<file path="config.mk">
export PLATFORM = sky130hd
export DESIGN_NAME = sha256_stream_hasher_unit
export DESIGN_NICKNAME = d
export VERILOG_FILES = /design/src/hdl/shs_pkg.sv /design/src/hdl/sha256_stream_hasher_unit.sv
export SDC_FILE = /design/constraint.sdc
export NUM_CORES = 2
export LEC_CHECK = 0
export BUFFER_PORTS_ARGS = -buffer_cell sky130_fd_sc_hd__buf_4
export CAP_MARGIN = 20
export CELL_PAD_IN_SITES_DETAIL_PLACEMENT = 1
export CELL_PAD_IN_SITES_GLOBAL_PLACEMENT = 2
export CORE_MARGIN = 4
export CORE_UTILIZATION = 44
export DETAILED_ROUTE_END_ITERATION = 10
export PLACE_DENSITY_LB_ADDON = 0.15
export SETUP_SLACK_MARGIN = 0.3
export SLEW_MARGIN = 40
export SYNTH_ARGS = -nofsm -noshare
export SYNTH_HDL_FRONTEND = slang
export SYNTH_SLANG_ARGS = --single-unit
</file>
<file path="constraint.sdc">
create_clock -name clk -period 41.5 [get_ports clk]
set_input_delay 8.3 -clock clk [delete_from_list [all_inputs] [get_ports clk]]
set_output_delay 8.3 -clock clk [all_outputs]
set_load 0.02 [all_outputs]
</file>
<file path="src/hdl/shs_pkg.sv">
// constants, tables and round functions of the sha-256 stream hasher
`timescale 1ns / 1ps

package shs_pkg;

  localparam int unsigned DIGEST_PARTS = 4;
  localparam int unsigned PART_IDX_W   = 2;
  localparam logic [PART_IDX_W-1:0] PART_LAST_IDX = PART_IDX_W'(DIGEST_PARTS - 1);

  localparam logic [7:0] PAD_MARK_BYTE = 8'h80;
  localparam logic [5:0] LEN_OFFSET    = 6'd56;
  localparam logic [5:0] FILL_LAST     = 6'd63;
  localparam logic [5:0] ROUND_LAST    = 6'd63;

  // initial hash words
  localparam logic [31:0] HASH_IV [8] = '{
    32'h6a09e667, 32'hbb67ae85, 32'h3c6ef372, 32'ha54ff53a,
    32'h510e527f, 32'h9b05688c, 32'h1f83d9ab, 32'h5be0cd19
  };

  // round constants
  localparam logic [31:0] ROUND_K [64] = '{
    32'h428a2f98, 32'h71374491, 32'hb5c0fbcf, 32'he9b5dba5,
    32'h3956c25b, 32'h59f111f1, 32'h923f82a4, 32'hab1c5ed5,
    32'hd807aa98, 32'h12835b01, 32'h243185be, 32'h550c7dc3,
    32'h72be5d74, 32'h80deb1fe, 32'h9bdc06a7, 32'hc19bf174,
    32'he49b69c1, 32'hefbe4786, 32'h0fc19dc6, 32'h240ca1cc,
    32'h2de92c6f, 32'h4a7484aa, 32'h5cb0a9dc, 32'h76f988da,
    32'h983e5152, 32'ha831c66d, 32'hb00327c8, 32'hbf597fc7,
    32'hc6e00bf3, 32'hd5a79147, 32'h06ca6351, 32'h14292967,
    32'h27b70a85, 32'h2e1b2138, 32'h4d2c6dfc, 32'h53380d13,
    32'h650a7354, 32'h766a0abb, 32'h81c2c92e, 32'h92722c85,
    32'ha2bfe8a1, 32'ha81a664b, 32'hc24b8b70, 32'hc76c51a3,
    32'hd192e819, 32'hd6990624, 32'hf40e3585, 32'h106aa070,
    32'h19a4c116, 32'h1e376c08, 32'h2748774c, 32'h34b0bcb5,
    32'h391c0cb3, 32'h4ed8aa4a, 32'h5b9cca4f, 32'h682e6ff3,
    32'h748f82ee, 32'h78a5636f, 32'h84c87814, 32'h8cc70208,
    32'h90befffa, 32'ha4506ceb, 32'hbef9a3f7, 32'hc67178f2
  };

  function automatic logic [31:0] rotr32(input logic [31:0] v, input int unsigned n);
    return (v >> n) | (v << (32 - n));
  endfunction

  function automatic logic [31:0] big_sigma0(input logic [31:0] v);
    return rotr32(v, 2) ^ rotr32(v, 13) ^ rotr32(v, 22);
  endfunction

  function automatic logic [31:0] big_sigma1(input logic [31:0] v);
    return rotr32(v, 6) ^ rotr32(v, 11) ^ rotr32(v, 25);
  endfunction

  function automatic logic [31:0] small_sigma0(input logic [31:0] v);
    return rotr32(v, 7) ^ rotr32(v, 18) ^ (v >> 3);
  endfunction

  function automatic logic [31:0] small_sigma1(input logic [31:0] v);
    return rotr32(v, 17) ^ rotr32(v, 19) ^ (v >> 10);
  endfunction

endpackage

</file>
<file path="src/hdl/sha256_stream_hasher_unit.sv">
// top level of the sha-256 stream hasher: byte packer, padder, round unit
`timescale 1ns / 1ps

// Input channel (in_*): one message byte per transaction. in_final_item closes
// the message; in_no_byte marks a transaction without a byte, so a lone final
// transaction with in_no_byte set hashes the empty message.
// Result channel (out_*): after a final transaction four transactions carry the
// digest, most significant 64-bit word first, part_last on the fourth.
// Bytes are taken while in_stall is low. The 64th byte of a block starts
// the compression: one round per cycle through a single round unit, 64 rounds,
// then a fold into the chain value. in_stall is high while the round unit,
// the padder or the digest output is busy.
// Closing a message: the padder places one byte per cycle (0x80, zeros up to
// offset 56, then 8 length bytes), with one or two compressions, then the digest
// words follow.
// Reset (rst_n low at a clock edge) loads the initial hash words and empties the
// block. While out_stall is high the current digest word holds and nothing else
// moves.
module sha256_stream_hasher_unit (
  input  logic                               clk,
  input  logic                               rst_n,
  input  logic                               in_valid,
  output logic                               in_stall,
  input  logic [7:0]                         in_msg_byte,
  input  logic                               in_final_item,
  input  logic                               in_no_byte,
  output logic                               out_valid,
  input  logic                               out_stall,
  output logic [63:0]                        out_digest_part,
  output logic [shs_pkg::PART_IDX_W-1:0]     out_part_index,
  output logic                               out_part_last
);
  import shs_pkg::*;

  typedef enum logic [2:0] {
    ST_IDLE,
    ST_MARK,
    ST_ZERO,
    ST_LEN,
    ST_ROUND,
    ST_FOLD,
    ST_OUT
  } state_t;

  state_t                  state_r, state_nxt;
  logic [5:0]              fill_r, fill_nxt;
  logic [60:0]             bytes_r, bytes_nxt;
  logic [63:0]             bits_r, bits_nxt;
  logic [5:0]              round_r, round_nxt;
  logic [PART_IDX_W-1:0]   part_r, part_nxt;
  logic                    fin_r, fin_nxt;
  logic                    mark_done_r, mark_done_nxt;
  logic                    len_done_r, len_done_nxt;
  logic [31:0]             chain_r [8];
  logic [31:0]             chain_nxt [8];
  logic [31:0]             var_r [8];
  logic [31:0]             var_nxt [8];
  logic [511:0]            blk_r, blk_nxt;

  logic                    place_en;
  logic [7:0]              place_val;
  logic                    block_full;
  logic [31:0]             w_new;
  logic [31:0]             t1;
  logic [31:0]             t2;
  logic [2:0]              iv_sel;

  // message schedule: oldest word sits at the top of the block shift line
  assign w_new = small_sigma1(blk_r[63:32]) + blk_r[223:192]
               + small_sigma0(blk_r[479:448]) + blk_r[511:480];

  // shared round unit
  assign t1 = var_r[7] + big_sigma1(var_r[4])
            + ((var_r[4] & var_r[5]) ^ (~var_r[4] & var_r[6]))
            + ROUND_K[round_r] + blk_r[511:480];
  assign t2 = big_sigma0(var_r[0])
            + ((var_r[0] & var_r[1]) ^ (var_r[0] & var_r[2]) ^ (var_r[1] & var_r[2]));

  assign iv_sel     = {part_r, 1'b0};
  assign block_full = place_en && (fill_r == FILL_LAST);

  // sequencer and byte packer
  always_comb begin
    state_nxt     = state_r;
    fill_nxt      = fill_r;
    bytes_nxt     = bytes_r;
    bits_nxt      = bits_r;
    round_nxt     = round_r;
    part_nxt      = part_r;
    fin_nxt       = fin_r;
    mark_done_nxt = mark_done_r;
    len_done_nxt  = len_done_r;
    chain_nxt     = chain_r;
    place_en      = 1'b0;
    place_val     = '0;

    unique case (state_r)
      ST_IDLE: begin
        if (in_valid) begin
          fin_nxt = in_final_item;
          if (!in_no_byte) begin
            place_en  = 1'b1;
            place_val = in_msg_byte;
            bytes_nxt = bytes_r + 61'd1;
          end
          if (!in_no_byte && fill_r == FILL_LAST) begin
            state_nxt = ST_ROUND;
          end else if (in_final_item) begin
            state_nxt = ST_MARK;
          end
        end
      end
      ST_MARK: begin
        place_en      = 1'b1;
        place_val     = PAD_MARK_BYTE;
        mark_done_nxt = 1'b1;
        bits_nxt      = {bytes_r, 3'b000};
        state_nxt     = (fill_r == FILL_LAST) ? ST_ROUND : ST_ZERO;
      end
      ST_ZERO: begin
        if (fill_r == LEN_OFFSET) begin
          state_nxt = ST_LEN;
        end else begin
          place_en = 1'b1;
          if (fill_r == FILL_LAST) begin
            state_nxt = ST_ROUND;
          end
        end
      end
      ST_LEN: begin
        place_en  = 1'b1;
        place_val = bits_r[63:56];
        bits_nxt  = {bits_r[55:0], 8'h00};
        if (fill_r == FILL_LAST) begin
          len_done_nxt = 1'b1;
          state_nxt    = ST_ROUND;
        end
      end
      ST_ROUND: begin
        round_nxt = round_r + 6'd1;
        if (round_r == ROUND_LAST) begin
          state_nxt = ST_FOLD;
        end
      end
      ST_FOLD: begin
        for (int i = 0; i < 8; i++) begin
          chain_nxt[i] = chain_r[i] + var_r[i];
        end
        priority if (!fin_r) begin
          state_nxt = ST_IDLE;
        end else if (!mark_done_r) begin
          state_nxt = ST_MARK;
        end else if (!len_done_r) begin
          state_nxt = ST_ZERO;
        end else begin
          state_nxt = ST_OUT;
        end
      end
      ST_OUT: begin
        if (!out_stall) begin
          // shift the digest out two words at a time, refill with the initial words
          for (int i = 0; i < 6; i++) begin
            chain_nxt[i] = chain_r[i + 2];
          end
          chain_nxt[6] = HASH_IV[iv_sel];
          chain_nxt[7] = HASH_IV[iv_sel + 3'd1];
          part_nxt     = part_r + PART_IDX_W'(1);
          if (part_r == PART_LAST_IDX) begin
            state_nxt     = ST_IDLE;
            fin_nxt       = 1'b0;
            mark_done_nxt = 1'b0;
            len_done_nxt  = 1'b0;
            bytes_nxt     = '0;
          end
        end
      end
      default: begin
        state_nxt = ST_IDLE;
      end
    endcase

    if (place_en) begin
      fill_nxt = fill_r + 6'd1;
    end
  end

  // block shift line and working variables
  always_comb begin
    blk_nxt = blk_r;
    var_nxt = var_r;
    if (place_en) begin
      blk_nxt = {blk_r[503:0], place_val};
    end else if (state_r == ST_ROUND) begin
      blk_nxt = {blk_r[479:0], w_new};
    end
    if (block_full) begin
      var_nxt = chain_r;
    end else if (state_r == ST_ROUND) begin
      var_nxt[7] = var_r[6];
      var_nxt[6] = var_r[5];
      var_nxt[5] = var_r[4];
      var_nxt[4] = var_r[3] + t1;
      var_nxt[3] = var_r[2];
      var_nxt[2] = var_r[1];
      var_nxt[1] = var_r[0];
      var_nxt[0] = t1 + t2;
    end
  end

  // control state and chain value
  always_ff @(posedge clk) begin
    if (!rst_n) begin
      state_r     <= ST_IDLE;
      fill_r      <= '0;
      bytes_r     <= '0;
      bits_r      <= '0;
      round_r     <= '0;
      part_r      <= '0;
      fin_r       <= 1'b0;
      mark_done_r <= 1'b0;
      len_done_r  <= 1'b0;
      chain_r     <= HASH_IV;
    end else begin
      state_r     <= state_nxt;
      fill_r      <= fill_nxt;
      bytes_r     <= bytes_nxt;
      bits_r      <= bits_nxt;
      round_r     <= round_nxt;
      part_r      <= part_nxt;
      fin_r       <= fin_nxt;
      mark_done_r <= mark_done_nxt;
      len_done_r  <= len_done_nxt;
      chain_r     <= chain_nxt;
    end
  end

  // payload registers
  always_ff @(posedge clk) begin
    blk_r <= blk_nxt;
    var_r <= var_nxt;
  end

  // ports
  assign in_stall        = (state_r != ST_IDLE);
  assign out_valid       = (state_r == ST_OUT);
  assign out_digest_part = {chain_r[0], chain_r[1]};
  assign out_part_index  = part_r;
  assign out_part_last   = (part_r == PART_LAST_IDX);

endmodule

</file>
# Word-level counts from Yosys, hierarchy flattened

Memory sizes are Yosys's and may differ from the RTL's.
Cells that the tools add are included.

Word-level logic and storage cells: 168
Memory bits (read-only): 2560
Memories: 3
Bits in registers: 1169

Memory list:

| memory          | depth | width | rd ports | clocked after memory_dff | write ports | RTL line                         | text |
|---|---|---|---|---|---|---|---|
| (no name shown) | 64    | 32    | 1        | 0                        | 0           | sha256_stream_hasher_unit.sv:75  | `+ ROUND_K[round_r] + blk_r[511:480];` |
| (no name shown) | 8     | 32    | 1        | 0                        | 0           | sha256_stream_hasher_unit.sv:166 | `chain_nxt[7] = HASH_IV[iv_sel + 3'd1];` |
| (no name shown) | 8     | 32    | 1        | 0                        | 0           | sha256_stream_hasher_unit.sv:165 | `chain_nxt[6] = HASH_IV[iv_sel];` |

Muxes and demuxes: 45
Add/subtract/negate cells: 23
Magnitude comparators: 3
Eq/ne operators: 17
Reduce and logical (&&, ||, !) cells: 20
Bitwise logic cells: 31

Operator list:

| cell                  | number |
|---|---|
| $mux 512              | 2 |
| $mux 256              | 3 |
| $add 32x32->32        | 18 |
| $pmux 256 s2          | 1 |
| $xor 32x32->32        | 9 |
| $mux 61               | 4 |
| $mux 32               | 6 |
| $and 32x32->32        | 5 |
| $pmux 64 s2           | 1 |
| $pmux 61 s2           | 1 |
| $add 61x1->61 const B | 1 |
| $mux 3                | 12 |
| $not 32->32           | 1 |
| $or 10x32->32         | 1 |
| $or 13x32->32         | 1 |
| $or 14x32->32         | 1 |
| $or 15x32->32         | 1 |
| $or 19x32->32         | 1 |
| $or 21x32->32         | 1 |
| $or 25x32->32         | 1 |
| $or 26x32->32         | 1 |
| $or 30x32->32         | 1 |
| $or 7x32->32          | 1 |
| $xor 32x22->32        | 1 |
| other kinds (33)      | 64 |

# Depth between registers and ports, before layout

Word-level depth: 10
Mapped depth: 43

# Worst setup path before layout

Ideal clock, no wire load.

Path kind: input port to flip-flop
Start point: in in_valid
End point: reg blk_r[0] (enable)
Stages on the path: 6
Data arrival time: 17.787 ns
Setup slack: 20.054 ns
Buffers on the path: 3
Required time: 37.841 ns
Cell sequence: nor3b_4 nor2_1 clkbuf_1 clkbuf_1 clkbuf_1 nand2_1

Cells in the longest elaborated chain, start to end: 3

Ends and longest elaborated chain:

| item                               | RTL line                         | text |
|---|---|---|
| start: declaration                 | sha256_stream_hasher_unit.sv:22  | `input logic in_valid,` |
| $mux 1                             | sha256_stream_hasher_unit.sv:99  | `if (in_valid) begin` |
| $pmux 1 s3                         | sha256_stream_hasher_unit.sv:97  | `unique case (state_r)` |
| $reduce_bool 2->1 (no source line) | --                               |  |
| end signal: assignment             | sha256_stream_hasher_unit.sv:239 | `blk_r <= blk_nxt;` |
| end: declaration                   | sha256_stream_hasher_unit.sv:58  | `logic [511:0] blk_r, blk_nxt;` |

Every way passes these cells.
A chain may end at the register's enable or synchronous reset.

# Worst setup path in the final report

Start point: in in_no_byte
End point: reg blk_r[246] (data pin)

Cells in the longest elaborated chain, start to end: 4

Ends and longest elaborated chain:

| item                   | RTL line                         | text |
|---|---|---|
| start: declaration     | sha256_stream_hasher_unit.sv:26  | `input logic in_no_byte,` |
| $mux 1                 | sha256_stream_hasher_unit.sv:101 | `if (!in_no_byte) begin` |
| $mux 1                 | sha256_stream_hasher_unit.sv:99  |  |
| $pmux 1 s3             | sha256_stream_hasher_unit.sv:97  |  |
| $mux 512               | sha256_stream_hasher_unit.sv:191 | `if (place_en) begin` |
| named net blk_nxt[246] | sha256_stream_hasher_unit.sv:58  |  |

The timed path passes the listed nets, and every way through them passes these cells.

==> results.yml <==
global_route:
  grt-ovfl-total: 0
  grt.total_usage_pct: 30.2
  grt_max_degree: 139
  grt_pass1_wl_um: 418000
  grt_pass1_vias: 66100
  antenna_found_initial: 7
synth:
  seq_area_frac_synth_pct: 40.2
  synth-seq-cells: 1166
  synth-edff-count: 768
  ys_async_sr_fraction_pct: 0
  synth-main-ff-cell: "edfxtp_1"
  syn_avg_cell_area_um2: 8.71
  yosysWarningCount: 0
  ys_types: 97
  netlist_instances: 8867
  syn_nets: 9484
  synthesis.area_um2: 77200
critical_path:
  critPathKind: "in2reg"
  cp-startpoint: "in_no_byte"
  reg2reg_from: "round_r[3]"
  start_kind: "input port"
  required_ps: 42020
  cpMaxStageDelayCell: "or2_4"
  path_common_cell: "buf_6"
  path_delay_family: "buffers and inverters"
  worstPathArrival_ps: 12410
  path_depth: 8
  path_buf_inv: 5
  path_cells: "buf_4 > nor3b_4 > or2_4 > buf_6 > buf_6 > buf_6 > buf_6 > o21ai_0"
  crit_path_max_fanout: 93
  cp-end-kind: "flip-flop"
  reg2reg_depth: 37
  slowest_delay_ps: 630
sta:
  post-route-period-util_pct: 28.7
  setup-tns-final_ps: 0
  rsz0062_at_grt: "no"
  hold_viol: 0
  period_needed_ps: 11890
  maxSlewHeadroom_pct: 39.1
  setup_viol: 0
  finalMaxSlewViolations: 0
  timing.fmax_ghz: 0.0841
  worst_slew_pin_slew_ps: 911
  fin_skew_ps: 28.8
route:
  wl_per_cell_um: 25.2
  drc: 0
  drt_wl_total_um: 279000
  drtIter0Drc: 4765
  dr.pass1.iters: 5
  vias_per_cell: 5.79
  antenna_left: 0
  num_vias: 64000
floorplan:
  die_area_um2: 182000
  start_util_pct: 44.3
  chipHeight_um: 427
  row_count: 153
  die-width_um: 427
  core_area_um2: 174000
  io-pin-count: 83
clocking:
  clockBufferDepth: 3
  tritoncts: "yes"
  clkSlewWorstSetupHoldPaths_ps: 60
  clk_latency_ps: 830
  clockRootBuffer: "clkbuf_16"
  htreeDepth: 4
  cts_sinks: 1166
  cts_setup_buffers: 0
  postCtsHoldBufs: 0
  cts_buffers: 145
  ctsResizeCount: 0
pwr:
  ir_drop_uv: 141
  total_power_mw: 8.71
  power_density_nw_per_um2: 103
  combPwrFrac_pct: 62.1
  sw_frac_of_total_pct: 46.7
  power.switching_mw: 4.07
  power_leakage_nw: 35.7
  clkPwrFrac_pct: 15.2
  seqPwrFrac_pct: 22.7
  internal-power_mw: 4.64
min_path:
  hold_depth: 2
  hp-start: "len_done_r"
  hp-class: "reg2reg"
job:
  drv_cap: 0
layout:
  fillCellCount: 20100
  stdcell_count: 11100
  fin_nets: 9226
  drive_above_1_share_pct: 5.91
  area_delta_synth_final_pct: 9.38
status:
  status: "finished clean"
place:
  dp_cells: 10800
  gp_congestion: 0.937
  port_buffers: 82
  hpwl_um: 204000
==> state kept, by name, indices dropped and copies added, names as in the netlist <==
register and flops:
round_r 6, blk_r 512, fill_r 6, mark_done_r 1
out_part_index 2, state_r 3, bytes_r 61, fin_r 1
bits_r 61, len_done_r 1, chain_r 192, var_r 256
out_digest_part 64
==> per-stage QoR <==
stage | hold WS (ps) | area, µm² | setup WS (ps) | utilization [%]
2_1_floorplan | 436 | 77200 | 20050 | -
3_3_place_gp | 461 | 79200 | 28020 | 45.5
3_5_place_dp | 462 | 79500 | 28450 | 45.6
4_1_cts | 475 | 84400 | 29310 | 48.4
5_1_grt | 496 | 84500 | 29390 | 48.5
6_report | 468 | 84500 | 29610 | 48.5
==> cells in the mapped netlist, types with 17 or more instances <==
cell type	n	share of area, %
o31ai_1	28	0.27
o221ai_1	62	0.70
nor2_1	446	2.2
or3_1	46	0.37
a221oi_1	37	0.42
nand2_1	2334	11
nand4_1	52	0.42
a21oi_1	554	3.6
xnor2_1	344	3.9
nor3b_1	20	0.19
and3_1	34	0.28
o21ai_0	492	3.2
nor3_1	66	0.43
a211oi_1	101	0.98
a221o_1	17	0.22
mux2_2	31	0.45
a31oi_1	48	0.39
fa_1	197	5.1
buf_1	41	0.20
xor2_1	288	3.3
and2_1	23	0.19
o21ai_1	28	0.18
dfxtp_1	398	10
buf_4	64	0.62
o22ai_1	27	0.22
ha_1	406	6.6
edfxtp_1	768	30
a211o_1	35	0.40
o211ai_1	46	0.45
nand2b_1	61	0.49
nand3_1	111	0.72
mux2i_1	86	1.1
a21o_1	191	1.9
o21bai_1	47	0.46
clkbuf_1	470	2.3
inv_1	513	2.5
nor2b_1	54	0.44
o21a_1	62	0.60
==> layout by cell type, fill, tap and decap left out, types with 53 or more instances in the layout <==
cell	n
a211oi_1	99
a21o_1	191
a21oi_1	551
buf_4	142
clkbuf_16	146
dfxtp_1	393
edfxtp_1	768
fa_1	197
ha_1	406
inv_1	512
mux2i_1	86
nand2_1	2328
nand2b_1	59
nand3_1	110
nor2_1	440
nor2b_1	53
nor3_1	65
o21a_1	62
o21ai_0	484
o221ai_1	62
xnor2_1	343
xor2_1	288
==> path summary, 6_finish.rpt <==
path                endpoint  slack [ps]
hold reg to reg   len_done_r         470
setup reg to reg  var_r[255]       30700
setup / recovery  blk_r[246]       29610
hold / removal    len_done_r         470
==> power groups by stage <==
stage          Clock, mW  Sequential, mW  Combinational [mW]
6_report            1.33            1.98                5.41
4_1_cts             1.35            1.98                5.37
3_3_place_gp           0            2.00                5.16
5_1_grt             1.40            2.00                5.95
3_5_place_dp           0            2.00                5.31
2_1_floorplan          0            1.95                3.80
==> kinds of logic after synthesis <==
kind of cell,synth area share [%]
adder cells (fa/ha/maj),11.7
AND/OR/NAND/NOR,17.7
buffers and inverters,5.62
XOR/XNOR,7.20
AO/OA/AOI/OAI,15.8
multiplexers,1.77
flip-flops,40.2
==> metal layers <==
metal / wire length [µm] / part of all wire (%) / GRT usage, % / up-vias
li1: - / - / - / 29800
met1: 120000 / 43 / 39.3 / 32100
met2: 129000 / 46 / 49.7 / 1632
met3: 13500 / 4.8 / 3.89 / 501
met4: 15800 / 5.7 / 15.0 / 2
met5: 14 / 0.0050 / 0 / -
==> layout make-up <==
cell class	count	area (µm²)	share of cell area, %
Multi-Input combinational cell	6608	42100	49.8
Sequential cell	1166	31000	36.7
Clock buffer	192	3970	4.70
Tap cell	2325	2910	3.44
Inverter	517	1950	2.31
Timing Repair Buffer	171	1580	1.87
Clock inverter	74	922	1.09
Antenna cell	5	12.5	0.0148
==> tightest hold or removal path: stages (launching register included) <==
cell	delay (ps)
dfxtp_1	320
a21oi_1	40
nor2_1	70
No activity file was read; power rests on OpenSTA's default activity.
